--- src/rtl/core/bta_pkg.sv ---
// Package with widths, codes and types of the blit texture address generator.
package bta_pkg;

    localparam int C          = 12;
    localparam int SW         = C + 1;
    localparam int AW         = 2 * C;
    localparam int NW         = 2 * C;
    localparam int DW         = C + 1;
    localparam int RW         = C + 1;
    localparam int DIV_STAGES = NW;
    localparam int IDX_W      = 3;
    localparam int MODE_W     = 3;

    typedef enum logic [MODE_W-1:0] {
        MODE_NONE    = 3'd0,
        MODE_WRAP    = 3'd1,
        MODE_CLAMP   = 3'd2,
        MODE_MIRROR  = 3'd3,
        MODE_STRETCH = 3'd4
    } t_mode;

    typedef enum logic [IDX_W-1:0] {
        CFG_ADDRESS_MODE    = 3'd0,
        CFG_SRC_IMAGE_SIZE  = 3'd1,
        CFG_SRC_RECT_ORIGIN = 3'd2,
        CFG_SRC_RECT_SIZE   = 3'd3,
        CFG_DST_RECT_ORIGIN = 3'd4,
        CFG_DST_RECT_SIZE   = 3'd5,
        CFG_DST_IMAGE_SIZE  = 3'd6
    } t_cfg_idx;

    typedef struct packed {
        logic [C-1:0] y;
        logic [C-1:0] x;
    } t_xy;

    typedef struct packed {
        logic [MODE_W-1:0] mode;
        t_xy               src_image_size;
        t_xy               src_rect_origin;
        t_xy               src_rect_size;
        t_xy               dst_rect_origin;
        t_xy               dst_rect_size;
        t_xy               dst_image_size;
    } t_cfg;

    // Per-item data that rides alongside the divider.
    typedef struct packed {
        logic [SW-1:0] sum_x;
        logic [SW-1:0] sum_y;
        logic [SW-1:0] dst_x;
        logic [SW-1:0] dst_y;
    } t_side;

endpackage

--- src/rtl/core/bta_div_pipe.sv ---
// Pipelined restoring divider for both axes, one quotient bit per stage.
module bta_div_pipe (
    input  logic                   i_clk,
    input  logic                   i_rst_n,
    input  logic                   i_en,
    input  logic                   i_valid,
    input  logic [bta_pkg::NW-1:0] i_num_x,
    input  logic [bta_pkg::NW-1:0] i_num_y,
    input  logic [bta_pkg::DW-1:0] i_den_x,
    input  logic [bta_pkg::DW-1:0] i_den_y,
    input  bta_pkg::t_side         i_side,
    output logic                   o_valid,
    output logic [bta_pkg::NW-1:0] o_quo_x,
    output logic [bta_pkg::NW-1:0] o_quo_y,
    output logic [bta_pkg::RW-1:0] o_rem_x,
    output logic [bta_pkg::RW-1:0] o_rem_y,
    output bta_pkg::t_side         o_side
);
    import bta_pkg::*;

    typedef struct packed {
        logic [RW-1:0] rem;
        logic [NW-1:0] num;
    } t_dstep;

    logic   r_v     [DIV_STAGES];
    t_dstep r_x     [DIV_STAGES];
    t_dstep r_y     [DIV_STAGES];
    t_side  r_side  [DIV_STAGES];
    t_dstep n_x     [DIV_STAGES];
    t_dstep n_y     [DIV_STAGES];

    // One restoring step: shift in the next dividend bit, subtract if it fits.
    function automatic t_dstep f_step(input t_dstep cur, input logic [DW-1:0] den);
        logic [RW:0] t;
        t_dstep      s;
        t = {cur.rem, cur.num[NW-1]};
        if (t >= {1'b0, den}) begin
            s.rem = RW'(t - {1'b0, den});
            s.num = {cur.num[NW-2:0], 1'b1};
        end else begin
            s.rem = t[RW-1:0];
            s.num = {cur.num[NW-2:0], 1'b0};
        end
        return s;
    endfunction

    for (genvar g = 0; g < DIV_STAGES; g++) begin : g_stage
        if (g == 0) begin : g_first
            // The first stage starts from a zero remainder.
            always_comb begin
                n_x[g] = f_step('{rem: '0, num: i_num_x}, i_den_x);
                n_y[g] = f_step('{rem: '0, num: i_num_y}, i_den_y);
            end
            always_ff @(posedge i_clk) begin
                if (!i_rst_n) begin
                    r_v[g] <= 1'b0;
                end else if (i_en) begin
                    r_v[g] <= i_valid;
                end
            end
            always_ff @(posedge i_clk) begin
                if (i_en) begin
                    r_x[g]    <= n_x[g];
                    r_y[g]    <= n_y[g];
                    r_side[g] <= i_side;
                end
            end
        end else begin : g_next
            // Later stages continue from the stage before.
            always_comb begin
                n_x[g] = f_step(r_x[g-1], i_den_x);
                n_y[g] = f_step(r_y[g-1], i_den_y);
            end
            always_ff @(posedge i_clk) begin
                if (!i_rst_n) begin
                    r_v[g] <= 1'b0;
                end else if (i_en) begin
                    r_v[g] <= r_v[g-1];
                end
            end
            always_ff @(posedge i_clk) begin
                if (i_en) begin
                    r_x[g]    <= n_x[g];
                    r_y[g]    <= n_y[g];
                    r_side[g] <= r_side[g-1];
                end
            end
        end
    end

    assign o_valid = r_v[DIV_STAGES-1];
    assign o_quo_x = r_x[DIV_STAGES-1].num;
    assign o_quo_y = r_y[DIV_STAGES-1].num;
    assign o_rem_x = r_x[DIV_STAGES-1].rem;
    assign o_rem_y = r_y[DIV_STAGES-1].rem;
    assign o_side  = r_side[DIV_STAGES-1];

endmodule

--- config.mk ---
export PLATFORM = sky130hd
export DESIGN_NAME = bta_div_pipe
export DESIGN_NICKNAME = d
export VERILOG_FILES = /design/src/rtl/core/bta_pkg.sv /design/src/rtl/core/bta_div_pipe.sv
export SDC_FILE = /design/constraint.sdc
export NUM_CORES = 2
export LEC_CHECK = 0
export BUFFER_PORTS_ARGS = -buffer_cell sky130_fd_sc_hd__buf_2
export CORE_MARGIN = 5
export CORE_UTILIZATION = 50
export DETAILED_ROUTE_END_ITERATION = 10
export GPL_ROUTABILITY_DRIVEN = 0
export PLACE_DENSITY = 0.75
export SYNTH_ARGS = -nofsm -noshare
export SYNTH_HDL_FRONTEND = slang
export SYNTH_SLANG_ARGS = --single-unit
export TNS_END_PERCENT = 5
--- constraint.sdc ---
create_clock -name i_clk -period 3.9 [get_ports i_clk]
set_clock_uncertainty 0.15 [all_clocks]
set_input_delay 0.78 -clock i_clk [delete_from_list [all_inputs] [get_ports i_clk]]
set_output_delay 0.78 -clock i_clk [all_outputs]
set_load 0.005 [all_outputs]
Word-level counts from Yosys, hierarchy flattened --
Memory sizes are Yosys's and may differ from the RTL's. Cells that the tools add are included.
Word-level totals: memories 4, bits of input ports 130, output and inout bits 127, logic and storage cells 201, memory bits (writable) 3048, register bits after elaboration 0
Operators by class: magnitude comparators 48, add/subtract/negate cells 48, multiplexer cells 77, bitwise gates (word level) 24
Memories:
- r_side | words 24, width 52, rd ports 24, clocked after memory_dff 0, wr ports 24, RTL line bta_div_pipe.sv:29 | t_side r_side [DIV_STAGES];
- r_x | words 24, width 37, rd ports 24, clocked after memory_dff 0, wr ports 24, RTL line bta_div_pipe.sv:27 | t_dstep r_x [DIV_STAGES];
- r_y | words 24, width 37, rd ports 24, clocked after memory_dff 0, wr ports 24, RTL line bta_div_pipe.sv:28 | t_dstep r_y [DIV_STAGES];
- r_v | words 24, width 1, rd ports 24, clocked after memory_dff 0, wr ports 24, RTL line bta_div_pipe.sv:26 | logic r_v [DIV_STAGES];
Operator list (number):
- 37-bit 2-to-1 mux | 48
- 14-bit by 13-bit >= comparator with 1-bit output | 46
- 13-bit subtractor | 46
- 1-bit 2-to-1 mux | 29
- 1-bit by 13-bit >= comparator with 1-bit output | 2
- 1-bit by 13-bit subtractor with 13-bit output | 2
- 1-bit bitwise OR | 24

Logic depth before layout (Yosys ltp) --
depth in word-level cells 4, depth in mapped cells 12, mapped depth without buffers 11

Worst setup path after synthesis --
OpenSTA, ideal clock, no wires.
path kind input port to flip-flop, from input i_den_y[2] in the netlist's numbering, to memory r_y[2][140] in the netlist's numbering (data pin), cell stages on the path 10, path buffers 1, data arrival time 3.456 ns, setup slack 0.034 ns, library setup time 0.260 ns, required time 3.490 ns, path through inv_1 ha_1 nor2b_4 o31ai_4 a21oi_2 a311oi_2 a21oi_2 a2111oi_4 buf_6 mux2_4
RTL lines:
- start, declared | RTL line bta_div_pipe.sv:10 | input logic [bta_pkg::DW-1:0] i_den_y,
- end, declared | RTL line bta_div_pipe.sv:28

==> out/summary.txt <==
outcome: complete, no violations
LEAKAGE: 54.42 nW
CP Cell Sequence: inv_1 -> ha_1 -> fa_1 -> nor2b_4 -> o31ai_4 -> a21oi_2 -> a311oi_2 -> a21oi_2 -> a2111oi_4 -> buf_4 -> mux2_2
global-route usage over all layers: 17.73%
Routed WL: 238,000 um
Vias/cell: 5.527
CP max FO: 8
min Tclk post-route: 3.252 ns
clk sinks: 3,048
Synth Area in Compound Gates: 7.111%
die width: 515.7 um
# hold bufs at CTS: 98
Core ar.: 254,400 sq um
Synth area leaders: edfxtp_1 72%, ha_1 5.9%, mux2_2 4.2%, xnor2_1 1.6%, xor2_1 1.2%
DRT Pass-1 Iters: 6
post-synthesis cell count: 7,664
PwrDens: 742.6 nW/um^2
Worst path max stage delay: 0.35 ns
IR drop worst, VDD: 0.6174 mV
Crit path max-delay family: compound AO/OA/AOI/OAI gates
I/O Buffers: 256
RSZ-0062 raised after global routing: false
mux cell area share after synthesis: 5.207%
CTS root buf: clkbuf_16
final setup violation count: 0
fmax: 307.5 MHz
Max Buffers Root-to-Sink: 4
CP arrival: 3.71 ns
CP max stage cell: edfxtp_1
WP buf/inv: 2
Req. time, crit path: 4.36 ns
Reg clk slew, reported paths: 0.06 ns
post-synth top area share: 71.56%
Crit path top cell by count: a21oi_2
Post-synth EDFFs: 3,047
global-route wire length before repair: 376,100 um
Clock Latency Late Sink: 0.91 ns
vias in the first global route: 69,000
layout cells sized above 1: 19.06%
Synth area leader: edfxtp_1
Synth Register Bits: 3,048
Post-CTS Setup Bufs: 0
Post-Synth Simple-Gate Area: 4.977%
I/O Pins: 257
sequential element share of the synthesized area: 71.58%
Synth Warn #: 0
Remaining Overflow, GRT: 0
Final Instance Area: 147,200 sq um
Max-slew headroom: 50.78%
Detail Route Antenna Nets: 0
Place WS: -0.1480 ns
wire per inst: 19.58 um
Least-Margin Pin Slew: 0.7383 ns
Layout Cells excl Fill: 12,160
Critical Path End Type: flop
DRT iter0 DRCs: 5,458
CTS H-tree depth: 5
pin count of the biggest net entering global routing: 134
smallest setup slack after layout: 0.6477 ns
Post-synth ARST share: 0%
CTS resizes: 0
main combinational cell family by area after synthesis: compound AO/OA/AOI/OAI gates
total power: 109.3 mW
CTS buffer count: 328
Die H: 515.7 um
final worst-path cycle share: 83.39%
final hold vios: 0
Synth Area in XOR/XNOR: 2.713%
critical path class: flop to flop
average cell area after synthesis: 16.68 sq um
Layout Utilization: 57.86%
DP Cell Count: 11,480
DR vias: 67,200
Hold Crit Class: input pin to flop
area of the mapped netlist: 127,900 sq um
die area: 265,900 sq um
DRC errors left: 0
ys flop type: edfxtp_1
Net Count, Synth: 8,442
initial cell density of the core: 50.26%
area post-placement: 136,000 sq um
Adder-Cell Fraction of Synth Area: 6.611%
Final Max Slew Viols: 0
Max Cap Viol: 0
Rows: 185
Synth cell types: 87
initial antenna violation count: 6
DP Wirelength: 147,600 um
Synth-to-Final Area Change: 15.11%
nets: 9,323
CTS tree: built
Worst Setup Start Kind: flop
[synthesized netlist by cell type (14+ instances only)]
cell / count
edfxtp_1: 3047
ha_1: 602
mux2_2: 473
a21oi_1: 291
nor2_1: 271
o21ai_0: 264
nand2_1: 257
inv_1: 248
xnor2_1: 227
xor2_1: 169
a21o_1: 163
buf_4: 143
nor3_1: 127
mux2i_1: 124
nor2b_1: 119
o21a_1: 117
nand4_1: 80
and3_1: 67
a211oi_1: 63
nand3_1: 63
and2_1: 58
a21boi_0: 51
nand2b_1: 49
fa_1: 46
o211ai_1: 46
o31a_1: 42
o31ai_1: 40
a221o_1: 35
or3_1: 29
clkbuf_1: 26
a31oi_1: 22
nor4_1: 22
or2_2: 21
buf_2: 15
nor4_4: 15
o2111a_1: 15
a22o_1: 14
o21ai_1: 14
[final cells by class]
| cell class | count | area [sq um] |
|---|---|---|
| sequential | 3048 | 91520 |
| antenna | 2 | 5.005 |
| multi-input combinational | 4172 | 34040 |
| timing repair buffer | 747 | 6266 |
| tap | 3366 | 4212 |
| clock buffer | 385 | 8506 |
| fill | 18620 | 107200 |
| inverter | 248 | 930.9 |
| clock inverter | 189 | 1710 |
[metrics by stage]
step | hold slack (ns) | TNS, ns
6_report | 0.1060 | 0
2_1_floorplan | 0.2503 | 0
3_3_place_gp | 0.2501 | -0.8011
4_1_cts | 0.01406 | 0
5_1_grt | 0.04876 | 0
3_5_place_dp | 0.2545 | -3.330
[worst reg2reg max path, stage by stage (launching register included)]
cell and delay (ns):
edfxtp_1 0.35, inv_1 0.16, ha_1 0.23, fa_1 0.28
nor2b_4 0.07, o31ai_4 0.21, a21oi_2 0.10, a311oi_2 0.33
a21oi_2 0.11, a2111oi_4 0.36, buf_4 0.24, mux2_2 0.36
[cell usage in the layout (no fill, tap or decap), drive strengths merged, types with 42 or more instances in the layout]
cell	Yosys	routed
a21oi	293	293
inv	248	260
nand3	63	63
o31ai	53	53
xor2	169	169
o21a	117	117
buf	170	649
nand2	257	257
a21o	163	163
xnor2	227	227
clkinv	0	127
nand4	80	80
a211oi	75	75
ha	602	602
nor3	129	129
mux2	479	479
dlygate4sd3	0	98
nand2b	49	49
o211ai	46	46
clkbuf	26	385
o31a	42	42
edfxtp	3047	3047
nor2	271	271
and3	67	67
and2	58	58
nor2b	120	120
fa	46	46
a21boi	52	52
mux2i	124	124
o21ai	279	279
[registers in the layout, indices dropped and copies added (netlist names)]
register,cells
r_side,1248
r_v,24
r_x,888
r_y,888
[power by group]
| group | switching, mW | leakage, nW | internal [mW] |
|---|---|---|---|
| Sequential | 2.73 | 29.8 | 43.2 |
| Combinational | 16.7 | 19.7 | 17.1 |
| Clock | 12.3 | 4.94 | 17.3 |
[cell families after synthesis]
| group | after synthesis |
|---|---|
| flip-flops | 3048 |
| AO/OA/AOI/OAI | 1311 |
| AND/OR/NAND/NOR | 1214 |
| adder cells (fa/ha/maj) | 648 |
| multiplexers | 603 |
| buffers and inverters | 444 |
| XOR/XNOR | 396 |
[metal layers]
metal | vias up | GRT usage (%) | share of wire (%)
li1 | 31620 | - | -
met1 | 33190 | 22.65 | 41
met2 | 1861 | 30.31 | 50
met3 | 528 | 3.078 | 5.2
met4 | 0 | 6.947 | 3.7
met5 | - | 0 | 0
[final timing paths]
path                    start     endpoint  slack [ns]  cells after the start
setup / recovery   r_y[2][97]  r_y[2][138]        0.65                     11
hold / removal    i_num_y[23]   r_y[0][24]        0.11                      3
setup reg to reg   r_y[2][97]  r_y[2][138]        0.65                     11
hold reg to reg    r_y[5][52]   r_y[5][90]        0.21                      0
(Power assumes the default switching activity.)
