### src/rtl/core/bta_pkg.sv
// Package with widths, codes and types of the blit texture address generator.
package bta_pkg;

    localparam int C          = 12;
    localparam int SW         = C + 1;
    localparam int AW         = 2 * C;
    localparam int NW         = 2 * C;
    localparam int DW         = C + 1;
    localparam int RW         = C + 1;
    localparam int DIV_STAGES = NW;
    localparam int IDX_W      = 3;
    localparam int MODE_W     = 3;

    typedef enum logic [MODE_W-1:0] {
        MODE_NONE    = 3'd0,
        MODE_WRAP    = 3'd1,
        MODE_CLAMP   = 3'd2,
        MODE_MIRROR  = 3'd3,
        MODE_STRETCH = 3'd4
    } t_mode;

    typedef enum logic [IDX_W-1:0] {
        CFG_ADDRESS_MODE    = 3'd0,
        CFG_SRC_IMAGE_SIZE  = 3'd1,
        CFG_SRC_RECT_ORIGIN = 3'd2,
        CFG_SRC_RECT_SIZE   = 3'd3,
        CFG_DST_RECT_ORIGIN = 3'd4,
        CFG_DST_RECT_SIZE   = 3'd5,
        CFG_DST_IMAGE_SIZE  = 3'd6
    } t_cfg_idx;

    typedef struct packed {
        logic [C-1:0] y;
        logic [C-1:0] x;
    } t_xy;

    typedef struct packed {
        logic [MODE_W-1:0] mode;
        t_xy               src_image_size;
        t_xy               src_rect_origin;
        t_xy               src_rect_size;
        t_xy               dst_rect_origin;
        t_xy               dst_rect_size;
        t_xy               dst_image_size;
    } t_cfg;

    // Per-item data that rides alongside the divider.
    typedef struct packed {
        logic [SW-1:0] sum_x;
        logic [SW-1:0] sum_y;
        logic [SW-1:0] dst_x;
        logic [SW-1:0] dst_y;
    } t_side;

endpackage

### src/rtl/core/bta_front.sv
// Front stages: input capture, origin adds, stretch product and divider operand select.
module bta_front (
    input  logic                 i_clk,
    input  logic                 i_rst_n,
    input  logic                 i_en,
    input  bta_pkg::t_cfg        i_cfg,
    input  logic                 i_valid,
    input  logic [bta_pkg::C-1:0] i_offset_x,
    input  logic [bta_pkg::C-1:0] i_offset_y,
    output logic                 o_valid,
    output logic [bta_pkg::NW-1:0] o_num_x,
    output logic [bta_pkg::NW-1:0] o_num_y,
    output bta_pkg::t_side       o_side
);
    import bta_pkg::*;

    logic          r_v0, r_v1;
    logic [C-1:0]  r_ox, r_oy;
    logic [NW-1:0] r_num_x, r_num_y;
    t_side         r_side;
    logic [NW-1:0] n_num_x, n_num_y;
    t_side         n_side;

    // Picks the dividend that the current mode divides.
    function automatic logic [NW-1:0] f_num(input logic [MODE_W-1:0] mode,
                                            input logic [C-1:0] off,
                                            input logic [SW-1:0] sum,
                                            input logic [C-1:0] rsize);
        logic [NW-1:0] r;
        unique case (t_mode'(mode))
            MODE_WRAP:    r = NW'(off);
            MODE_MIRROR:  r = NW'(sum);
            MODE_STRETCH: r = NW'(off * rsize);
            default:      r = '0;
        endcase
        return r;
    endfunction

    // Operands for the divider stage.
    always_comb begin
        n_side.sum_x = SW'(i_cfg.src_rect_origin.x) + SW'(r_ox);
        n_side.sum_y = SW'(i_cfg.src_rect_origin.y) + SW'(r_oy);
        n_side.dst_x = SW'(i_cfg.dst_rect_origin.x) + SW'(r_ox);
        n_side.dst_y = SW'(i_cfg.dst_rect_origin.y) + SW'(r_oy);
        n_num_x = f_num(i_cfg.mode, r_ox, n_side.sum_x, i_cfg.src_rect_size.x);
        n_num_y = f_num(i_cfg.mode, r_oy, n_side.sum_y, i_cfg.src_rect_size.y);
    end

    // Valid bits of the two front stages.
    always_ff @(posedge i_clk) begin
        if (!i_rst_n) begin
            r_v0 <= 1'b0;
            r_v1 <= 1'b0;
        end else if (i_en) begin
            r_v0 <= i_valid;
            r_v1 <= r_v0;
        end
    end

    // Payload of the two front stages.
    always_ff @(posedge i_clk) begin
        if (i_en) begin
            r_ox    <= i_offset_x;
            r_oy    <= i_offset_y;
            r_num_x <= n_num_x;
            r_num_y <= n_num_y;
            r_side  <= n_side;
        end
    end

    assign o_valid = r_v1;
    assign o_num_x = r_num_x;
    assign o_num_y = r_num_y;
    assign o_side  = r_side;

endmodule

### config.mk
export PLATFORM = sky130hd
export DESIGN_NAME = bta_front
export DESIGN_NICKNAME = d
export VERILOG_FILES = /design/src/rtl/core/bta_pkg.sv /design/src/rtl/core/bta_front.sv
export SDC_FILE = /design/constraint.sdc
export NUM_CORES = 1
export LEC_CHECK = 0
export BUFFER_PORTS_ARGS = -buffer_cell sky130_fd_sc_hd__buf_4
export CORE_ASPECT_RATIO = 0.8
export CORE_MARGIN = 1
export CORE_UTILIZATION = 39
export DETAILED_ROUTE_END_ITERATION = 12
export PLACE_DENSITY_LB_ADDON = 0.08
export SLEW_MARGIN = 20
export SYNTH_ARGS = -nofsm -noshare
export SYNTH_HDL_FRONTEND = slang
export SYNTH_SLANG_ARGS = --single-unit
### constraint.sdc
create_clock -name i_clk -period 7.7 [get_ports i_clk]
set_input_delay 1.155 -clock i_clk [delete_from_list [all_inputs] [get_ports i_clk]]
set_output_delay 1.155 -clock i_clk [all_outputs]
set_load 0.02 [all_outputs]
[Word-level counts from Yosys, hierarchy flattened]
Index checks and enable logic that the tools add are counted.
Widths: inputs -> output; s select.
Word-level totals
  flip-flop bits (word level): 126
  bits of input ports: 175
  output and inout port bits: 101
  word-level logic and storage cells: 21
Operators by class
  add/subtract/negate cells: 4
  multiply operators: 2
  equal/unequal tests: 3
  mux-type cells: 2
Operators with widths (number)
  $pmux 24 s3: 2
  $add 12x12->13: 4
  $mul 12x12->24: 2
  $eq 3x1->1 const B: 1
  $eq 3x2->1 const B: 1
  $eq 3x3->1 const B: 1

[Depth between registers and ports, before layout]
Gate-level depths: netlist (run 1).
  word-level depth: 2
  mapped depth: 19
  depth with buffers taken out: 18

[Worst setup path after synthesis (run 1)]
Ideal clock, no wire load.
  path kind: input to register
  from: input port i_cfg[75] (netlist name)
  to: register r_num_x[23], in the netlist o_num_x[23] (data pin)
  library setup time: 0.260 ns
  arrival time: 5.578 ns
  data required time: 7.440 ns
  setup slack: 1.862 ns
  stages on the path: 17
  buffers on the path: 1
  cells stage by stage: clkbuf_1 nand2_1 fa_1 fa_1 fa_1 inv_1 fa_1 inv_1 fa_1 inv_1 ha_1 a211o_1 a211o_1 a211oi_2 o31ai_1 a21oi_1 nor3b_2
Between the ends
  word-level cells in the longest chain between the ends: 2
Ends and longest elaborated chain
  from (decl): line bta_front.sv:6  | input bta_pkg::t_cfg i_cfg,
  $mul 12x12->24: line bta_front.sv:33  | MODE_STRETCH: r = NW'(off * rsize);
  $pmux 24 s3: line bta_front.sv:30  | unique case (t_mode'(mode))
  via n_num_x[23]: line bta_front.sv:21  | logic [NW-1:0] n_num_x, n_num_y;
  to (signal assigned): line bta_front.sv:65  | r_num_x <= n_num_x;
  to (decl): line bta_front.sv:19  | logic [NW-1:0] r_num_x, r_num_y;
The timed path passes the listed nets, and every way through them passes these cells.
A chain may end at the register's enable or synchronous reset.

[Worst setup path after layout (run 1)]
  from: register r_ox[8]
  to: register r_num_x[23], in the netlist o_num_x[23] (data pin)
Between the ends
  word-level cells in the longest chain between the ends: 2
Ends and longest elaborated chain
  from (decl): line bta_front.sv:18  | logic [C-1:0] r_ox, r_oy;
  from (signal assigned): line bta_front.sv:63  | r_ox <= i_offset_x;
  $mul 12x12->24: line bta_front.sv:33
  $pmux 24 s3: line bta_front.sv:30
  via n_num_x[23]: line bta_front.sv:21
The timed path passes the listed nets, and every way through them passes these cells.

==> flow_metrics.env, run 1 <==
export IMPL_min_to="r_v0"
export IMPL_yosys_top_cells_area="fa_1, edfxtp_1, ha_1"
export IMPL_fp_row_count=66
export IMPL_cts_tree="yes"
export IMPL_drc=0
export IMPL_min_path_cells=2
export IMPL_slowest_stage="edfxtp_1"
export IMPL_vias_per_cell=5.10
export IMPL_maxSlewHeadroom_pct=35.3
export IMPL_grt_max_degree=77
export IMPL_worst_pin_slew_ns=0.970
export IMPL_initial_core_util_pct=39.8
export IMPL_wl_um=42200
export IMPL_placed_area_um2=18300
export IMPL_area_growth_pct=16.3
export IMPL_status="complete, no violations"
export IMPL_leakagePower_nw=9.18
export IMPL_final_cells=2399
export IMPL_post_cts_buffers=0
export IMPL_cts_sinks=126
export IMPL_utilization_pct=46.3
export IMPL_netlist_area_leader_share_pct=25.2
export IMPL_clk_latency_ns=0.45
export IMPL_async_flop_share_pct=0
export IMPL_critical_path_top_delay_family="adder cells"
export IMPL_highest_layer="met4"
export IMPL_peakVddDrop_uv=270
export IMPL_r2r_slack_ns=1.88
export IMPL_clock_skew_ns=0.0144
export IMPL_dp_hpwl_um=32800
export IMPL_synth_area_leader_cell="fa_1"
export IMPL_max_freq_mhz=172
export IMPL_grt_pass1_wl_um=68200
export IMPL_hold_viol_final=0
export IMPL_synth_edf_count=124
export IMPL_crit_reg2reg_launch="r_ox[8]"
export IMPL_hold_class="register to register"
export IMPL_rsz0062_at_grt="false"
export IMPL_path_class="register to register"
export IMPL_synth_flop_cell="edfxtp_1"
export IMPL_die_area_um2=42400
export IMPL_coreArea_um2=40800
export IMPL_syn_area_um2=16200
export IMPL_crit_top_cell="fa_1"
export IMPL_grt_pass1_vias=12300
export IMPL_max_stage_delay_ns=0.88
export IMPL_cts_buffers=17
export IMPL_setup_worst_path_start_class="register"
export IMPL_crit_fanout=15
export IMPL_fin_crit_ns=5.82
export IMPL_io_buffer_count=203
export IMPL_synth_warnings=0
export IMPL_drv_slew=0
export IMPL_cp_end_kind="register"
export IMPL_die_w_um=230
export IMPL_min_from="r_v0"
export IMPL_vias=12200
export IMPL_antenna_left=0
export IMPL_p_per_area_nw_per_um2=365
export IMPL_ys_types=80
export IMPL_drive_above_1_share_pct=14.9
export IMPL_cts_root_buf="clkbuf_16"
export IMPL_synth_most_common_cell="inv_1"
export IMPL_synth_avg_cell_area_um2=9.68
export IMPL_cts_resized=0
export IMPL_place_worst_setup_slack_ns=1.54
export IMPL_clk_transition_reported_paths_ns=0.07
export IMPL_drt_met1_wl_um=20600
export IMPL_finalInstanceArea_um2=18900
export IMPL_setup_slack_ns=1.88
export IMPL_place_inst=2367
export IMPL_grt_use_total_pct=20.9
export IMPL_synth_common_cells="inv_1, nand2_1, fa_1, ha_1, edfxtp_1"
export IMPL_htreeDepth=4
export IMPL_nets=2393
export IMPL_clk_path_buf_depth=2
export IMPL_antenna_found_initial=0
export IMPL_power_mw=6.90
export IMPL_ys_ff_latch=126
export IMPL_ys_seq_area_share_pct=23.2
export IMPL_path_buf_inv=3
export IMPL_dr_wl_met2_um=18600
export IMPL_dr_wl_met3_um=2490
export IMPL_detailedRoute_firstPassIterationCount=5
export IMPL_grt_overflow_total=0
export IMPL_netlist_instances=1676
export IMPL_r2r_cells=16
export IMPL_fp_dieH_um=184
export IMPL_gp_congestion=0.867
export IMPL_cp_depth=16
export IMPL_crit_chain="nand2_1 -> fa_1 -> fa_1 -> inv_1 -> fa_1 -> fa_1 -> inv_1 -> fa_1 -> inv_1 -> ha_1 -> nand2_1 -> a211oi_1 -> a211oi_2 -> o31ai_1 -> nand3_1 -> nor3b_2"
export IMPL_r2r_end="o_num_x[23]"
export IMPL_crit_required_ns=7.90
export IMPL_drtIter0Drc=665
export IMPL_n_antenna_cell=0
export IMPL_maxCapViolations=0
export IMPL_post_route_period_util_pct=75.6
export IMPL_syn_num_nets=2227
export IMPL_holdWs_ns=0.523
export IMPL_wl_per_cell_um=17.6
export IMPL_finalSetupViolCount=0
export IMPL_cts_hold_buffers=0
export IMPL_cp_arrival_ns=6.02
export IMPL_setup_tns_ns=0
export IMPL_num_io_pins=276
-- worst max path at each step --
stage               from           to
6_report         r_ox[8]  o_num_x[23]
5_1_grt          r_ox[8]  o_num_x[23]
4_1_cts          r_ox[8]  o_num_x[23]
3_5_place_dp   i_cfg[78]  o_num_x[23]
3_3_place_gp   i_cfg[78]  o_num_x[23]
2_1_floorplan  i_cfg[75]  o_num_x[23]
-- sequential cells by signal (all words and copies together) (netlist names) --
register  cells
o_num_x      24
o_num_y      24
o_side       52
o_valid       1
r_ox         12
r_oy         12
r_v0          1
-- worst min-delay path, cell delays in order (launching register included) --
cell	delay, ns
dfxtp_1	0.33
mux2i_1	0.07
nor2b_1	0.10
-- layout by cell type (no fill, tap or decap), types with 14 or more instances in the layout --
master	instances
a21o_1	21
a21oi_1	56
and2_1	114
buf_4	213
clkbuf_16	17
edfxtp_1	124
fa_1	204
ha_1	172
inv_1	292
mux2i_1	19
nand2_1	226
nand2b_1	14
nor2_1	58
o21a_1	18
o21ai_0	45
xnor2_1	43
xor2_1	19
-- logic make-up after synthesis --
group / share of synthesized area, %
buffers and inverters: 8.38
XOR/XNOR: 3.35
AND/OR/NAND/NOR: 14.9
multiplexers: 1.31
adder cells (fa/ha/maj): 38.4
flip-flops: 23.2
AO/OA/AOI/OAI: 10.4
-- power by group --
group | total (mW) | internal, mW | switching [mW]
sequential | 0.994 | 0.913 | 0.0807
clock | 0.866 | 0.515 | 0.351
combinational | 5.04 | 2.08 | 2.96
-- routing by layer --
layer	track usage (%)	vias up
li1	-	5798
met1	30.6	6066
met2	31.4	322
met3	4.38	40
met4	5.09	0
met5	0	-
-- final cells by class --
class                           instances  area (um^2)
Fill cell                            3970        21900
Multi-Input combinational cell       1191        11100
Sequential cell                       126         3760
Timing Repair Buffer                  214         1610
Inverter                              292         1100
Tap cell                              544          681
Clock buffer                           18          429
Clock inverter                         14          181
Power figures use the tool's default switching activity.
==> run 2, diff against run 1 <==
==> constraint.sdc (replaced) <==
create_clock -name i_clk -period 5.05 [get_ports i_clk]
set_input_delay 0.7575 -clock i_clk [delete_from_list [all_inputs] [get_ports i_clk]]
set_output_delay 0.7575 -clock i_clk [all_outputs]
set_load 0.02 [all_outputs]
==> run 2 against run 1 <==
Cell area up 9.9%. Highest routed layer unchanged. Critical endpoint is now o_num_x[22]. Sequential share of layout area fell by 1.8 points. Die area unchanged. Final cell count up 6.7%. The flow now finishes with violations (negative setup slack). Critical path type unchanged.
==> flow_metrics.env, run 2 (synthesis gave the netlist of run 1 again) <==
export IMPL_hold_class="input pin to register"
export IMPL_crit_fanout=6
export IMPL_drtIter0Drc=866
export IMPL_htreeDepth=4
export IMPL_fillers=3854
export IMPL_utilization_pct=50.9
export IMPL_clk_latency_ns=0.44
export IMPL_die_w_um=230
export IMPL_cp_end_kind="register"
export IMPL_initial_core_util_pct=39.8
export IMPL_clock_skew_ns=0.0127
export IMPL_nets=2553
export IMPL_drc=0
export IMPL_final_cells=2559
export IMPL_maxCapViolations=0
export IMPL_wl_um=44400
export IMPL_cp_arrival_ns=5.28
export IMPL_setup_worst_path_start_class="register"
export IMPL_leakagePower_nw=10.1
export IMPL_hold_viol_final=0
export IMPL_cts_tree="yes"
export IMPL_grt_pass1_wl_um=71200
export IMPL_clk_transition_reported_paths_ns=0.06
export IMPL_holdWs_ns=0.493
export IMPL_fp_dieH_um=184
export IMPL_gp_congestion=0.882
export IMPL_area_growth_pct=27.9
export IMPL_finalSetupViolCount=5
export IMPL_drv_slew=0
export IMPL_dp_hpwl_um=35300
export IMPL_path_class="register to register"
export IMPL_status="finished with violations"
export IMPL_setup_slack_ns=-0.0655
export IMPL_drive_above_1_share_pct=27.1
export IMPL_cts_root_buf="clkbuf_16"
export IMPL_final_cell_mix="buf_4, inv_1, nand2_1"
export IMPL_max_freq_mhz=195
export IMPL_p_per_area_nw_per_um2=659
export IMPL_cts_hold_buffers=0
export IMPL_grt_overflow_total=0
export IMPL_place_worst_setup_slack_ns=-0.475
export IMPL_die_area_um2=42400
export IMPL_crit_required_ns=5.22
export IMPL_vias_per_cell=5.01
export IMPL_maxSlewHeadroom_pct=41.3
export IMPL_fin_crit_ns=5.12
export IMPL_violations="negative setup slack"
export IMPL_final_common_cell="buf_4"
export IMPL_fp_row_count=66
export IMPL_grt_max_degree=59
export IMPL_grt_use_total_pct=21.7
export IMPL_detailedRoute_firstPassIterationCount=5
export IMPL_wl_per_cell_um=17.3
export IMPL_antenna_left=0
export IMPL_peakVddDrop_uv=725
export IMPL_worst_pin_slew_ns=0.878
export IMPL_grt_pass1_vias=13200
export IMPL_n_antenna_cell=0
export IMPL_rsz0062_at_grt="true"
export IMPL_post_route_period_util_pct=101
export IMPL_largest_reg_flops=52
export IMPL_io_buffer_count=203
export IMPL_vias=12800
export IMPL_place_inst=2507
export IMPL_cts_sinks=126
export IMPL_cts_buffers=17
export IMPL_clk_path_buf_depth=2
export IMPL_antenna_found_initial=0
export IMPL_coreArea_um2=40800
export IMPL_num_io_pins=276
[run 2: final cells by class]
cell class | instances | area [um^2] | share of cell area [%]
Clock buffer | 18 | 429 | 2.07
Clock inverter | 14 | 144 | 0.694
Inverter | 292 | 1100 | 5.28
Multi-Input combinational cell | 1191 | 11700 | 56.3
Sequential cell | 126 | 3760 | 18.1
Tap cell | 544 | 681 | 3.28
Timing Repair Buffer | 374 | 2960 | 14.3
[run 2: worst paths after layout]
path | depth (start not counted) | from | slack (ns) | end
min | 1 | i_offset_x[7] | 0.49 | r_ox[7]
max | 16 | r_ox[4] | -0.07 | o_num_x[22]
min reg2reg | 2 | r_v0 | 0.52 | r_v0
max reg2reg | 16 | r_ox[4] | -0.07 | o_num_x[22]
[run 2: layer usage]
metal  vias up  global-route usage [%]  share of wire [%]
met5         -                       0                  0
met4         0                    4.40                1.2
met3        30                    3.76                6.0
met2       336                    32.7                 43
met1      6349                    32.5                 49
li1       6118                       -                  -
[run 2: per-stage QoR]
| stage | setup TNS, ns | total power, mW | instance area (um^2) |
|---|---|---|---|
| after floorplan | -0.470 | 7.63 | 16400 |
| after global placement | -7.71 | 10.9 | 19500 |
| after detailed placement | -8.15 | 10.9 | 19500 |
| after CTS | -0.212 | 12.5 | 20200 |
| after global routing | -2.41 | 15.0 | 20700 |
| final | -0.154 | 13.7 | 20700 |
[run 2: repair_timing]
item / in CTS / in global routing
cloned: 1 / 1
resized for setup: 20 / 115
buffers inserted: 5 / 14
pin swaps: 11 / 84
setup endpoints to repair: 11 / 27
[run 2: power breakdown]
group	internal, mW	total, mW	switching [mW]	leakage [nW]
clock	0.725	1.22	0.500	0.283
sequential	1.39	1.49	0.0983	1.27
combinational	5.29	10.9	5.66	8.51
total	7.41	13.7	6.26	10.1
[run 2: critical path, stage by stage (launching register included)]
cell and delay, ns:
edfxtp_1 0.56, and2_4 0.22, fa_1 0.49, inv_1 0.05, fa_1 0.55, inv_2 0.05
fa_2 0.46, fa_1 0.48, inv_1 0.05, fa_1 0.49, inv_2 0.05, ha_4 0.16
or4_4 0.45, o211ai_1 0.33, and2_4 0.24, o21ai_2 0.07, mux2i_1 0.15
