`src/rtl/core/bta_pkg.sv`:
```
// Package with widths, codes and types of the blit texture address generator.
package bta_pkg;

    localparam int C          = 12;
    localparam int SW         = C + 1;
    localparam int AW         = 2 * C;
    localparam int NW         = 2 * C;
    localparam int DW         = C + 1;
    localparam int RW         = C + 1;
    localparam int DIV_STAGES = NW;
    localparam int IDX_W      = 3;
    localparam int MODE_W     = 3;

    typedef enum logic [MODE_W-1:0] {
        MODE_NONE    = 3'd0,
        MODE_WRAP    = 3'd1,
        MODE_CLAMP   = 3'd2,
        MODE_MIRROR  = 3'd3,
        MODE_STRETCH = 3'd4
    } t_mode;

    typedef enum logic [IDX_W-1:0] {
        CFG_ADDRESS_MODE    = 3'd0,
        CFG_SRC_IMAGE_SIZE  = 3'd1,
        CFG_SRC_RECT_ORIGIN = 3'd2,
        CFG_SRC_RECT_SIZE   = 3'd3,
        CFG_DST_RECT_ORIGIN = 3'd4,
        CFG_DST_RECT_SIZE   = 3'd5,
        CFG_DST_IMAGE_SIZE  = 3'd6
    } t_cfg_idx;

    typedef struct packed {
        logic [C-1:0] y;
        logic [C-1:0] x;
    } t_xy;

    typedef struct packed {
        logic [MODE_W-1:0] mode;
        t_xy               src_image_size;
        t_xy               src_rect_origin;
        t_xy               src_rect_size;
        t_xy               dst_rect_origin;
        t_xy               dst_rect_size;
        t_xy               dst_image_size;
    } t_cfg;

    // Per-item data that rides alongside the divider.
    typedef struct packed {
        logic [SW-1:0] sum_x;
        logic [SW-1:0] sum_y;
        logic [SW-1:0] dst_x;
        logic [SW-1:0] dst_y;
    } t_side;

endpackage

```
`src/rtl/core/bta_back.sv`:
```
// Back stages: mode mapping, row multiplies, flags and the output register.
module bta_back (
    input  logic                   i_clk,
    input  logic                   i_rst_n,
    input  logic                   i_en,
    input  bta_pkg::t_cfg          i_cfg,
    input  logic                   i_valid,
    input  logic [bta_pkg::NW-1:0] i_quo_x,
    input  logic [bta_pkg::NW-1:0] i_quo_y,
    input  logic [bta_pkg::RW-1:0] i_rem_x,
    input  logic [bta_pkg::RW-1:0] i_rem_y,
    input  bta_pkg::t_side         i_side,
    output logic                   o_valid,
    output logic [bta_pkg::AW-1:0] o_source_address,
    output logic [bta_pkg::AW-1:0] o_dest_address,
    output logic                   o_write_enable,
    output logic                   o_source_in_range
);
    import bta_pkg::*;

    logic          r_vp, r_vm, r_vo;
    logic [SW-1:0] r_sx, r_sy, r_dx, r_dy;
    logic [SW-1:0] r_sx_m, r_dx_m;
    logic [AW-1:0] r_sprod, r_dprod;
    logic          r_we_m, r_sin_m;
    logic [AW-1:0] r_src_addr, r_dst_addr;
    logic          r_we, r_sin;
    logic [SW-1:0] n_sx, n_sy;

    // Maps one axis to its source coordinate by the address mode.
    function automatic logic [SW-1:0] f_map(input logic [MODE_W-1:0] mode,
                                            input logic [C-1:0] org,
                                            input logic [SW-1:0] sum,
                                            input logic [NW-1:0] quo,
                                            input logic [RW-1:0] rem,
                                            input logic [C-1:0] rsize,
                                            input logic [C-1:0] isize,
                                            input logic [C-1:0] dsize);
        logic [SW-1:0] lim;
        logic [NW:0]   st;
        logic [SW-1:0] r;
        lim = (isize == '0) ? '0 : SW'(isize) - SW'(1);
        st  = '0;
        unique case (t_mode'(mode))
            MODE_WRAP: begin
                r = (rsize == '0) ? SW'(org) : SW'(org) + SW'(rem);
            end
            MODE_CLAMP: begin
                r = (sum > lim) ? lim : sum;
            end
            MODE_MIRROR: begin
                if (isize == '0) begin
                    r = '0;
                end else if (rem >= RW'(isize)) begin
                    r = SW'({isize, 1'b0} - SW'(rem) - SW'(1));
                end else begin
                    r = SW'(rem);
                end
            end
            MODE_STRETCH: begin
                st = (dsize == '0) ? (NW+1)'(org) : (NW+1)'(org) + (NW+1)'(quo);
                r  = (st > (NW+1)'(lim)) ? lim : st[SW-1:0];
            end
            default: begin
                r = sum;
            end
        endcase
        return r;
    endfunction

    always_comb begin
        n_sx = f_map(i_cfg.mode, i_cfg.src_rect_origin.x, i_side.sum_x, i_quo_x, i_rem_x,
                     i_cfg.src_rect_size.x, i_cfg.src_image_size.x, i_cfg.dst_rect_size.x);
        n_sy = f_map(i_cfg.mode, i_cfg.src_rect_origin.y, i_side.sum_y, i_quo_y, i_rem_y,
                     i_cfg.src_rect_size.y, i_cfg.src_image_size.y, i_cfg.dst_rect_size.y);
    end

    // Valid bits of the three back stages.
    always_ff @(posedge i_clk) begin
        if (!i_rst_n) begin
            r_vp <= 1'b0;
            r_vm <= 1'b0;
            r_vo <= 1'b0;
        end else if (i_en) begin
            r_vp <= i_valid;
            r_vm <= r_vp;
            r_vo <= r_vm;
        end
    end

    // Mapping, multiply and final add stages.
    always_ff @(posedge i_clk) begin
        if (i_en) begin
            r_sx       <= n_sx;
            r_sy       <= n_sy;
            r_dx       <= i_side.dst_x;
            r_dy       <= i_side.dst_y;
            r_sprod    <= AW'(r_sy * i_cfg.src_image_size.x);
            r_dprod    <= AW'(r_dy * i_cfg.dst_image_size.x);
            r_sx_m     <= r_sx;
            r_dx_m     <= r_dx;
            r_sin_m    <= (r_sx < SW'(i_cfg.src_image_size.x)) &&
                          (r_sy < SW'(i_cfg.src_image_size.y));
            r_we_m     <= (r_dx < SW'(i_cfg.dst_image_size.x)) &&
                          (r_dy < SW'(i_cfg.dst_image_size.y));
            r_src_addr <= r_sprod + AW'(r_sx_m);
            r_dst_addr <= r_dprod + AW'(r_dx_m);
            r_sin      <= r_sin_m;
            r_we       <= r_we_m;
        end
    end

    assign o_valid           = r_vo;
    assign o_source_address  = r_src_addr;
    assign o_dest_address    = r_dst_addr;
    assign o_write_enable    = r_we;
    assign o_source_in_range = r_sin;

endmodule

```
`config.mk`:
```
export PLATFORM = sky130hd
export DESIGN_NAME = bta_back
export DESIGN_NICKNAME = d
export VERILOG_FILES = /design/src/rtl/core/bta_pkg.sv /design/src/rtl/core/bta_back.sv
export SDC_FILE = /design/constraint.sdc
export NUM_CORES = 1
export LEC_CHECK = 0
export ABC_CLOCK_PERIOD_IN_PS = 7190
export BUFFER_PORTS_ARGS = -buffer_cell sky130_fd_sc_hd__buf_4
export CAP_MARGIN = 20
export CORE_MARGIN = 2
export CORE_UTILIZATION = 50
export CTS_CLUSTER_SIZE = 20
export DETAILED_ROUTE_END_ITERATION = 7
export PLACE_DENSITY = 0.73
export REMOVE_ABC_BUFFERS = 1
export SYNTH_ARGS = -nofsm -noshare
export SYNTH_HDL_FRONTEND = slang
export SYNTH_SLANG_ARGS = --single-unit
```
`constraint.sdc`:
```
create_clock -name i_clk -period 7.19 [get_ports i_clk]
set_input_delay 1.7975 -clock i_clk [delete_from_list [all_inputs] [get_ports i_clk]]
set_output_delay 1.7975 -clock i_clk [all_outputs]
set_load 0.01 [all_outputs]
```
# Word level (Yosys, flattened, before mapping)
# Cells that the tools add are included.
[word_totals]
register_bits = 181
in_bits = 277
output_inout_bits = 51
wordCells = 69
[classes]
addsub = 12
multipliers = 2
magnitude_cmp = 10
eq_ne = 4
n_mux = 16
reduce_logical = 8
[ops]
columns = ["cell", "n"]
rows = [
  ["$mux W13", 12],
  ["$pmux W13 S4", 2],
  ["$logic_not A12 Y1", 6],
  ["$lt A13 B12 Y1", 4],
  ["$add A12 B24 Y25", 2],
  ["$gt A25 B13 Y1", 2],
  ["$mux W25", 2],
  ["$add A24 B13 Y24", 2],
  ["$mul A13 B12 Y24", 2],
  ["$add A12 B13 Y13", 2],
  ["$ge A13 B12 Y1", 2],
  ["$gt A13 B13 Y1", 2],
  ["$sub A12 B1 Y13 const B", 2],
  ["$sub A13 B1 Y13 const B", 2],
  ["$sub A13 B13 Y13", 2],
  ["$eq A3 B2 Y1 const B", 2],
  ["$eq A3 B1 Y1 const B", 1],
  ["$eq A3 B3 Y1 const B", 1],
  ["$logic_and A1 B1 Y1", 2],
]

# Longest topological paths before layout
# Gate-level depths: netlist of run 1.
[logic_depth]
word_depth = 5
ltp_mapped = 23
ltp_nobuf = 22

# Worst setup path after synthesis of run 1
# No wires, ideal clock.
[synth_path]
path_kind = "input port to flip-flop"
start = "input port i_cfg[7] in the netlist's numbering"
end = "register r_dprod[21] (data pin)"
setup_ps = 266
t_arrival_ps = 6663
required_ps = 6924
setup_slack_ps = 261
cell_stages = 21
path_buffers = 1
path_cell_list = "clkbuf_1 -> and2_1 -> fa_1 -> inv_1 -> fa_1 -> inv_1 -> fa_1 -> fa_1 -> inv_1 -> fa_1 -> inv_1 -> ha_1 -> a21oi_1 -> nor2b_1 -> a21o_1 -> o41ai_1 -> nor2_1 -> nor2_1 -> o21ai_0 -> o41ai_1 -> xnor2_1"
[synth_between]
elab_chain_cells = 1
[synth_rtl]
columns = ["item", "line", "source"]
rows = [
  ["start, declared", "bta_back.sv:6", "input bta_pkg::t_cfg i_cfg,"],
  ["$mul A13 B12 Y24", "bta_back.sv:99", "r_dprod <= AW'(r_dy * i_cfg.dst_image_size.x);"],
  ["end signal, assigned", "bta_back.sv:99", ""],
  ["end, declared", "bta_back.sv:24", "logic [AW-1:0] r_sprod, r_dprod;"],
]
# Every way passes these cells.
# A chain may end at the register's enable or synchronous reset.

# Final worst setup path of run 1
[layout_path]
start = "input port i_cfg[6] in the netlist's numbering"
end = "register r_dprod[21] (data pin)"
# The elaborated chain is that of the path after synthesis.

==> results.md, run 1 <==
- Crit path DAT: 7.00 ns
- Power Internal: 5.58 mW
- # DRC: 0
- Comb pwr share: 70.2%
- Via count: roughly 22,000
- CTS Sinks: 181
- Slew headroom: a little over a third
- CP endpoint kind: register
- I/O Pins: 328
- Synth area leader: edfxtp_1
- Wire length per cell: 18.2 um
- Placement Rows: 83
- Setup ws final: ~0.38 ns
- Most frequent cell after synthesis: inv_1
- Total wire length: approximately 70,000 um
- Maximum vdd drop: 0.376 mV
- Post-CTS Setup Repair Bufs: 0
- Psw: 4.59 mW
- Sequential share of the synthesized area: 21.0%
- WHS: 0.431 ns
- TritonCTS buffer count: 17
- Die Y: 231 um
- Pleak: 14.4 nW
- Reg-to-reg critical path endpoint: r_dprod[21]
- CTS root buffer: clkbuf_16
- Hold Crit Depth: 0
- Share of layout cells above drive strength 1: 13.1%
- Fin Clk Skew: about 0.015 ns
- Clock-pin transition on the worst setup and hold timing paths: 0.08 ns
- Initial Util: 50.4%
- Antenna viol nets, final: 0
- # hold bufs at CTS: 0
- Final HPWL DP: 58,000 um
- Hold Path Class: register to register
- Register bit total from synthesis: 181
- Overflow left after global routing: 0
- Synth Warn #: 0
- P per Cell Area: 346 nW/um2
- Clock share of power: under 10%
- Post-synth EDFFs: 178
- Number of vias per cell: 5.67
- Worst reg-to-reg setup slack: 1.03 ns
- Cts repair resizes: 0
- Min-delay src: r_we_m
- Global-route total usage across every layer: 26.7%
- TritonRoute pass-1 iters: 7
- Placed instance count: around 3,800
- Reg2Reg Depth: 21
- Clk_lat worst skew: roughly 0.47 ns
- Outcome: completed
- Part of the cycle the worst path needs: a little over nine tenths
- First-pass GRT wire length: 114,000 um
- Post-synth top area share: 20.7%
- Switching Fraction: a little under half
- Nets: 3,976
- Finished Layout Cells: approximately 3,800
- Top cells by count, synth: 435 x inv_1, 338 x ha_1, 323 x nand2_1
- Req. time, crit path: between 7 and 8 ns
- Max Cap Viol: 0
- Die Width: approximately 230 um
- Final max-slew violation count: 0
- Setup Crit Path Kind: input pin to register
- CTS tree: done
- Htree depth: 4
- Bufs on Longest Clock Path: 2
- Fin. Hold Viols: 0
- Post-Syn Area: 25,800 um2
- RSZ-0062 raised after global routing: no
- Vias in the first global route: 22,800
- Synth top area cells: edfxtp_1 21%, fa_1 18%, ha_1 16%, inv_1 6.3%, nand2_1 4.7%
- Synth async-reset ratio: 0%
- Tmin final: 6.81 ns
- Fmax: 0.147 GHz
- CP Launch Type: input pin
- Core Area: 51,100 um2
- Largest net degree at the start of global routing: 112
- GP Congestion: 0.952
- Mapped Cells: 2,861
- Setup Viol. Count Final: 0
- Port Buffers: 303
- Yosys cell types: between 70 and 80
- Measured slew at the worst slew-check pin: slightly below 1 ns
- Iter 0 DRT Violations: approximately 1,200
- Tot Pwr: 10.2 mW
- Top_reg_cell synth: edfxtp_1
- Initial antenna violation count: 7
- Worst Hold End: o_write_enable
- Mean Syn Cell Area: 9.00 um2
- Seq pwr share: around a fifth
- Pre-CTS setup slack: -0.117 ns
- CP max FO: 4
- Die ar.: 53,400 um2
- Area growth, synth to finish: 14.3%
- Worst r2r src: r_dy[5]
## power by group through the flow
| stage | clock (mW) | sequential (mW) | combinational (mW) |
|---|---|---|---|
| 6_report | 0.947 | 2.08 | 7.15 |
| 5_1_grt | 1.00 | 2.11 | 8.18 |
| 4_1_cts | 0.969 | 2.08 | 7.18 |
| 3_5_place_dp | 0 | 2.10 | 7.10 |
| 3_3_place_gp | 0 | 2.09 | 6.83 |
| 2_1_floorplan | 0 | 2.06 | 5.21 |
## critical path, stage by stage
cell and delay (ns):
buf_4 0.12, and2_1 0.15, fa_1 0.53, inv_1 0.05, fa_1 0.54, inv_1 0.06
fa_1 0.53, fa_1 0.56, inv_1 0.06, fa_1 0.53, inv_1 0.04, ha_1 0.33
a21oi_1 0.16, nor2b_1 0.06, a21o_1 0.18, o41ai_1 0.32, buf_4 0.19, nor2_1 0.05
nor2_1 0.09, o21ai_0 0.12, o41ai_1 0.38, xnor2_1 0.13
## flip-flops by register name (all words and copies together) (netlist names), 13 cells and up
signal	flops
o_dest_address	24
o_source_address	24
r_dprod	24
r_dx	13
r_dx_m	13
r_dy	13
r_sprod	24
r_sx	13
r_sx_m	13
r_sy	13
## per-layer routing
layer / share of wire (%) / vias up / GRT usage, %
li1: - / 10300 / -
met1: 39 / 10500 / 31.2
met2: 51 / 714 / 49.0
met3: 5.6 / 179 / 4.09
met4: 3.7 / 8 / 10.0
met5: 0.070 / - / 0
## cells by family after synthesis
kind of cell               Yosys count  share of synthesized area (%)
muxes                               59                           2.37
and+or+nand+nor                    826                           15.3
xor gates and xnor gates           153                           5.20
buffers and inverters              528                           7.79
DFF                                181                           21.0
other                                1                         0.0146
adders and majority gates          564                           34.0
AOI/OAI and AO/OA                  549                           14.3
## cell type report
type	instances	area, um2
fillers	4501	21700
multi-input cells	2155	18400
flip-flops and latches	181	5410
repair buffers	345	2600
inverters	435	1630
well taps	680	851
clock buffers	17	425
clock inverters	15	159
diodes	2	5.00
## worst max path at each step
stage	startpoint	to	slack (ns)	depth (start not counted)
floorplan	i_cfg[6]	r_dprod[21]	0.43	20
global placement	i_cfg[6]	r_dprod[21]	0.03	22
detailed placement	i_cfg[6]	r_dprod[21]	-0.12	22
CTS	i_cfg[6]	r_dprod[21]	0.37	22
global route	i_cfg[6]	r_dprod[21]	0.05	22
finish	i_cfg[6]	r_dprod[21]	0.38	22
## placed cells by master, fill, tap and decap left out, types with 17 or more instances in the layout
cell and n:
a211oi_1 31, a21o_1 77, a21oi_1 148, a31oi_1 17
and2_1 106, and3_1 22, buf_4 344, clkbuf_16 17
edfxtp_1 178, fa_1 226, ha_1 338, inv_1 435
mux2i_1 46, nand2_1 323, nand3_1 58, nand4_1 22
nor2_1 137, nor2b_1 30, nor3_1 43, nor4_1 22
o21a_1 25, o21ai_0 91, o21bai_1 18, xnor2_1 118
xor2_1 34
## per-stage QoR
step / utilization [%] / setup TNS (ns) / instance area (um2)
floorplan: - / 0 / 25400
global placement: 56.5 / 0 / 28900
detailed placement: 56.5 / -0.117 / 28900
CTS: 57.6 / 0 / 29400
global route: 57.6 / 0 / 29400
finish: 57.6 / 0 / 29400
No activity file was read; power rests on OpenSTA's default activity.
==> run 2: changes to the inputs <==
--- a/config.mk
+++ b/config.mk
@@ -10,6 +10,7 @@
 export CAP_MARGIN = 20
 export CORE_MARGIN = 2
 export CORE_UTILIZATION = 50
+export CTS_BUF_LIST = sky130_fd_sc_hd__clkbuf_8
 export CTS_CLUSTER_SIZE = 20
 export DETAILED_ROUTE_END_ITERATION = 7
 export PLACE_DENSITY = 0.73
==> run 2 against run 1 <==
Clock skew grew 0.010 ns; cell count stayed put; register-to-register slack better by 0.02 ns; worst hold slack gained 0.0063 ns; routed wire length fell by 0.53%; global-route usage is 0.091 points lower; final area decreased by 0.65%; sequential share of layout area is 0.12 points higher; critical path type unchanged; largest power group unchanged; highest routed layer unchanged.
==> results.md, run 2 (synthesized netlist as in run 1, its figures left out) <==
- Hold Crit Depth: 0 (unchanged)
- CP Launch Type: input pin
- Crit path DAT: 6.99 ns (about the same)
- Htree depth: 4 (unchanged)
- Initial antenna violation count: 6 (-1)
- Wire length per cell: 18.1 um (-0.53%)
- Fmax: 0.148 GHz (+0.88%)
- Area growth, synth to finish: 13.6%
- Largest net degree at the start of global routing: 112 (unchanged)
- Initial Util: 50.4% (unchanged)
- CP max-delay cell: fa_1
- Tmin final: 6.75 ns (-0.0596 ns)
- Die Y: 231 um (unchanged)
- Bufs on Longest Clock Path: 2 (unchanged)
- CP max FO: 4 (unchanged)
- TritonCTS buffer count: 17 (unchanged)
- Finished Layout Cells: 3,830 (unchanged)
- Global-route total usage across every layer: 26.6% (-0.091 points)
- Post-route setup TNS: 0 ns (unchanged)
- Pleak: 14.3 nW (-0.61%)
- Via count: 21,600 (-0.34%)
- Part of the cycle the worst path needs: 93.8% (-0.83 points)
- GP Congestion: 0.952 (unchanged)
- Slowest stage delay, CP: 0.55 ns (about the same)
- Placement Rows: 83 (unchanged)
- Nets: 3,976 (unchanged)
- Antenna viol nets, final: 0 (unchanged)
- CP endpoint kind: register
- Max Cap Viol: 0 (unchanged)
- Clock-pin transition on the worst setup and hold timing paths: 0.10 ns (+0.02 ns)
- Core Area: 51,100 um2 (unchanged)
- Die Width: 231 um (unchanged)
- Most used cell, CP: fa_1
- Slew headroom: 35.5% (-0.25 points)
- Setup Crit Path Kind: input pin to register
- Maximum vdd drop: 0.376 mV (about the same)
- Pre-CTS setup slack: -0.117 ns (unchanged)
- TritonRoute pass-1 iters: 6 (-1)
- Measured slew at the worst slew-check pin: 0.967 ns (+0.00377 ns)
- Most frequent cells in the layout: 435 x inv_1, 344 x buf_4, 338 x ha_1
- Outcome: completed
- I/O Pins: 328 (unchanged)
- Reg2Reg Depth: 21 (unchanged)
- Final HPWL DP: 58,000 um (unchanged)
- Final max-slew violation count: 0 (unchanged)
- Hold Path Class: register to register
- Clk_lat worst skew: 0.51 ns (+0.04 ns)
- Total wire length: 69,400 um (-0.53%)
- Req. time, crit path: 7.43 ns (+0.05 ns)
- P per Cell Area: 339 nW/um2 (-1.9%)
- # hold bufs at CTS: 0 (unchanged)
- RSZ-0062 raised after global routing: no
- Number of vias per cell: 5.65 (-0.34%)
- Core Util, Final: 57.3% (-0.37 points)
- CTS tree: done
- Die ar.: 53,400 um2 (unchanged)
- Iter 0 DRT Violations: 1,403 (+16%)
- Port Buffers: 303 (unchanged)
- Setup Viol. Count Final: 0 (unchanged)
- Tot Pwr: 9.92 mW (-2.5%)
- Fin Clk Skew: 0.0246 ns (+0.0100 ns)
- Critical path, cell by cell: buf_4 > and2_1 > fa_1 > inv_1 > fa_1 > inv_1 > fa_1 > fa_1 > inv_1 > fa_1 > inv_1 > ha_1 > a21oi_1 > nor2b_1 > a21o_1 > o41ai_1 > buf_4 > nor2_1 > nor2_1 > o21ai_0 > o41ai_1 > xnor2_1
- Fin. Hold Viols: 0 (unchanged)
- Post-CTS Setup Repair Bufs: 0 (unchanged)
- Cts repair resizes: 0 (unchanged)
- Share of layout cells above drive strength 1: 13.1% (unchanged)
- Setup ws final: 0.443 ns (+0.0596 ns)
- CTS root buffer: clkbuf_8
- CTS Sinks: 181 (unchanged)
- Commonest non-fill, non-tap cell in the layout: inv_1
- Overflow left after global routing: 0 (unchanged)
- First-pass GRT wire length: 113,000 um (-0.41%)
- Vias in the first global route: 22,700 (-0.40%)
- # DRC: 0 (unchanged)
- Placed instance count: 3,796 (unchanged)
[run 2: cell counts in the layout (fill, tap and decap cells not counted)]
No cell type changed its count.
[run 2: metrics by stage]
stage	cell area, um2	hold slack [ns]
floorplan	25400	0.400
global placement	28900	0.401
detailed placement	28900	0.410
CTS	29200	0.437
global route	29300	0.442
finish	29300	0.437
[run 2: power breakdown]
group	switching [mW]	internal, mW
Sequential	0.226	1.85
Clock	0.419	0.289
Combinational	3.90	3.23
[run 2: area by class of cell]
type	count	area, um2
fillers	4533	21800
flip-flops and latches	181	5410
diodes	2	5.00
clock inverters	15	159
clock buffers	17	234
repair buffers	345	2600
well taps	680	851
multi-input cells	2155	18400
inverters	435	1630
[run 2: final timing paths]
check	start	to	slack [ns]
max	i_cfg[6]	r_dprod[21]	0.44
min	r_we_m	o_write_enable	0.44
max reg2reg	r_dy[5]	r_dprod[21]	1.05
min reg2reg	r_we_m	o_write_enable	0.44
[run 2: layer usage]
layer / vias to the layer above / global-route usage (%) / wire length (um)
li1: 10300 / - / -
met1: 10400 / 31.2 / 27100
met2: 745 / 48.8 / 35700
met3: 154 / 4.10 / 4130
met4: 8 / 9.58 / 2300
met5: - / 0 / 49
[run 2: worst max-delay path, delay by kind of cell]
kind	cells	cell delay [ns]
buffers and inverters	6	0.52
AOI/OAI and AO/OA	5	1.16
and+or+nand+nor	4	0.36
adders and majority gates	6	3.01
xor gates and xnor gates	1	0.13
==> run 3: changes to the inputs <==
--- a/config.mk
+++ b/config.mk
@@ -5,9 +5,10 @@
 export SDC_FILE = /design/constraint.sdc
 export NUM_CORES = 1
 export LEC_CHECK = 0
-export ABC_CLOCK_PERIOD_IN_PS = 7190
+export ABC_CLOCK_PERIOD_IN_PS = 6110
 export BUFFER_PORTS_ARGS = -buffer_cell sky130_fd_sc_hd__buf_4
 export CAP_MARGIN = 20
+export CORE_ASPECT_RATIO = 1.4
 export CORE_MARGIN = 2
 export CORE_UTILIZATION = 50
 export CTS_BUF_LIST = sky130_fd_sc_hd__clkbuf_8
==> constraint.sdc (replaced) <==
create_clock -name i_clk -period 6.11 [get_ports i_clk]
set_input_delay 1.5275 -clock i_clk [delete_from_list [all_inputs] [get_ports i_clk]]
set_output_delay 1.5275 -clock i_clk [all_outputs]
set_load 0.01 [all_outputs]
==> run 3 against run 2 <==
Routed wire length grew 6.1%; worst setup slack lost 0.36 ns; sequential cell count is the same; utilization grew 2.9 points; combinational power grew 46%; global-route usage grew 1.3 points; cell count grew 3.4%; clock skew grew 0.00062 ns; clock power grew 20%; sequential share of layout area shrank 0.87 points; count of clock-buffer cells in the layout is the same; largest cell class unchanged; highest routed layer is now met4.
==> results.md, run 3 (synthesized netlist as in run 1, its figures left out) <==
- Outcome: completed
- CP Launch Type: input pin
- GP Congestion: 0.976 (+2.6%)
- Placement Rows: 98 (+18%)
- Setup Crit Path Kind: input pin to register
- Total wire length: 73,600 um (+6.1%)
- Measured slew at the worst slew-check pin: 1.04 ns (+0.0721 ns)
- First-pass GRT wire length: 119,000 um (+4.5%)
- Min-delay src: r_we_m
- Number of vias per cell: 5.69 (+0.80%)
- Setup ws final: 0.0806 ns (-0.362 ns)
- Vias in the first global route: 24,200 (+6.6%)
- # hold bufs at CTS: 0 (unchanged)
- Port Buffers: 303 (unchanged)
- CP max-delay cell: fa_1
- Setup Viol. Count Final: 0 (unchanged)
- Post-route cell area: 30,700 um2 (+4.9%)
- Most used cell, CP: fa_1
- Largest net degree at the start of global routing: 94 (-16%)
- Max Cap Viol: 0 (unchanged)
- Iter 0 DRT Violations: 1,158 (-17%)
- Initial antenna violation count: 1 (-5)
- Crit path DAT: 6.32 ns (-0.67 ns)
- Wire length per cell: 18.6 um (+2.6%)
- CP max FO: 3 (-1)
- Part of the cycle the worst path needs: 98.7%
- Slew headroom: 30.3% (-5.2 points)
- Fin. Hold Viols: 0 (unchanged)
- Die Width: 196 um (-15%)
- Critical path, cell by cell: buf_8 > and2_4 > fa_1 > inv_2 > fa_1 > inv_2 > fa_1 > fa_1 > inv_2 > fa_1 > inv_2 > ha_4 > a21oi_2 > nor2b_1 > a21o_1 > o41ai_2 > buf_4 > nor2_4 > nor2_2 > o21ai_2 > o41ai_2 > xnor2_1
- Overflow left after global routing: 0 (unchanged)
- Via count: 22,600 (+4.3%)
- Worst r2r src: r_sy[5]
- Global-route total usage across every layer: 27.9% (+1.3 points)
- I/O Pins: 328 (unchanged)
- Die ar.: 53,400 um2 (about the same)
- Placed instance count: 3,926 (+3.4%)
- Final HPWL DP: 62,800 um (+8.3%)
- Antenna viol nets, final: 0 (unchanged)
- CP endpoint kind: register
- Bufs on Longest Clock Path: 2 (unchanged)
- Req. time, crit path: 6.40 ns (-1.03 ns)
- Clk_lat worst skew: 0.55 ns (+0.04 ns)
- WHS: 0.430 ns (-0.00700 ns)
- Tot Pwr: 13.7 mW (+38%)
- CTS root buffer: clkbuf_8
- P per Cell Area: 445 nW/um2 (+31%)
- Core Area: 51,000 um2 (-0.17%)
- Nets: 4,139 (+4.1%)
- CTS tree: done
- Htree depth: 4 (unchanged)
- TritonRoute pass-1 iters: 5 (-1)
- Pleak: 15.1 nW (+5.9%)
- Placed Area: 30,000 um2 (+4.1%)
- Most frequent cells in the layout: 501 x buf_4, 432 x inv_1, 330 x ha_1
- TritonCTS buffer count: 17 (unchanged)
- Share of layout cells above drive strength 1: 18.5% (+5.4 points)
- Worst Setup SP: i_cfg[6]
- Maximum vdd drop: 0.459 mV (+22%)
- # DRC: 0 (unchanged)
- Die Y: 273 um (+18%)
- Post-route setup TNS: 0 ns (unchanged)
- Fmax: around 0.17 GHz
- Finished Layout Cells: 3,962 (+3.4%)
- Fin Clk Skew: 0.0253 ns (+0.000624 ns)
- Filler cell count: 4,382 (-3.3%)
- Hold Path Class: register to register
- Core Util, Final: 60.2% (+2.9 points)
- Final max-slew violation count: 0 (unchanged)
- Initial Util: 50.5% (+0.084 points)
- Clock-pin transition on the worst setup and hold timing paths: 0.10 ns (about the same)
- RSZ-0062 raised after global routing: yes
- Pre-CTS setup slack: -0.951 ns (-0.835 ns)
- Tmin final: 6.03 ns
- Commonest non-fill, non-tap cell in the layout: buf_4
- Area growth, synth to finish: 19.1%
- CTS Sinks: 181 (unchanged)
- Slowest stage delay, CP: 0.55 ns (about the same)
-- run 3: worst paths after layout --
| path | endpoint | slack [ns] | depth (start not counted) |
|---|---|---|---|
| worst max-delay path | r_dprod[21] | 0.08 | 22 |
| worst min-delay path | o_write_enable | 0.43 | 0 |
| worst max register to register | r_sprod[23] | 0.44 | 20 |
| worst min register to register | o_write_enable | 0.43 | 0 |
-- run 3: area by class of cell --
type	instances	area (um2)	share of cell area, %
antenna	1	2.50	0.00815
clock buffer	17	234	0.762
clock inverter	15	163	0.530
inverter	435	1630	5.32
multi-input combinational	2155	18600	60.5
sequential	181	5410	17.6
tap	650	813	2.65
timing repair buffer	508	3870	12.6
-- run 3: report_power, final --
part           internal (mW)  total (mW)  switching [mW]
Combinational           5.10        10.4            5.28
Sequential              2.18        2.43           0.251
Clock                  0.309       0.851           0.543
-- run 3: timing repair --
| action | in CTS | in global routing |
|---|---|---|
| gates resized for setup | 20 | 38 |
| buffers inserted | 3 | 0 |
| setup endpoints to repair | 5 | 11 |
| pin swaps | 19 | 26 |
| cloned | 0 | 0 |
-- run 3: worst max-delay path, delay by kind of cell --
family	cells	cell delay (ns)
simple gates	4	0.31
compound gates	5	1.02
buf+inv	6	0.48
xor+xnor	1	0.10
fa+ha+maj	6	2.85
-- run 3: per-layer routing --
metal	track usage (%)	wire length, um
met2	54.7	39900
met5	0	0
met4	13.5	3740
met3	3.83	3460
met1	28.8	26500
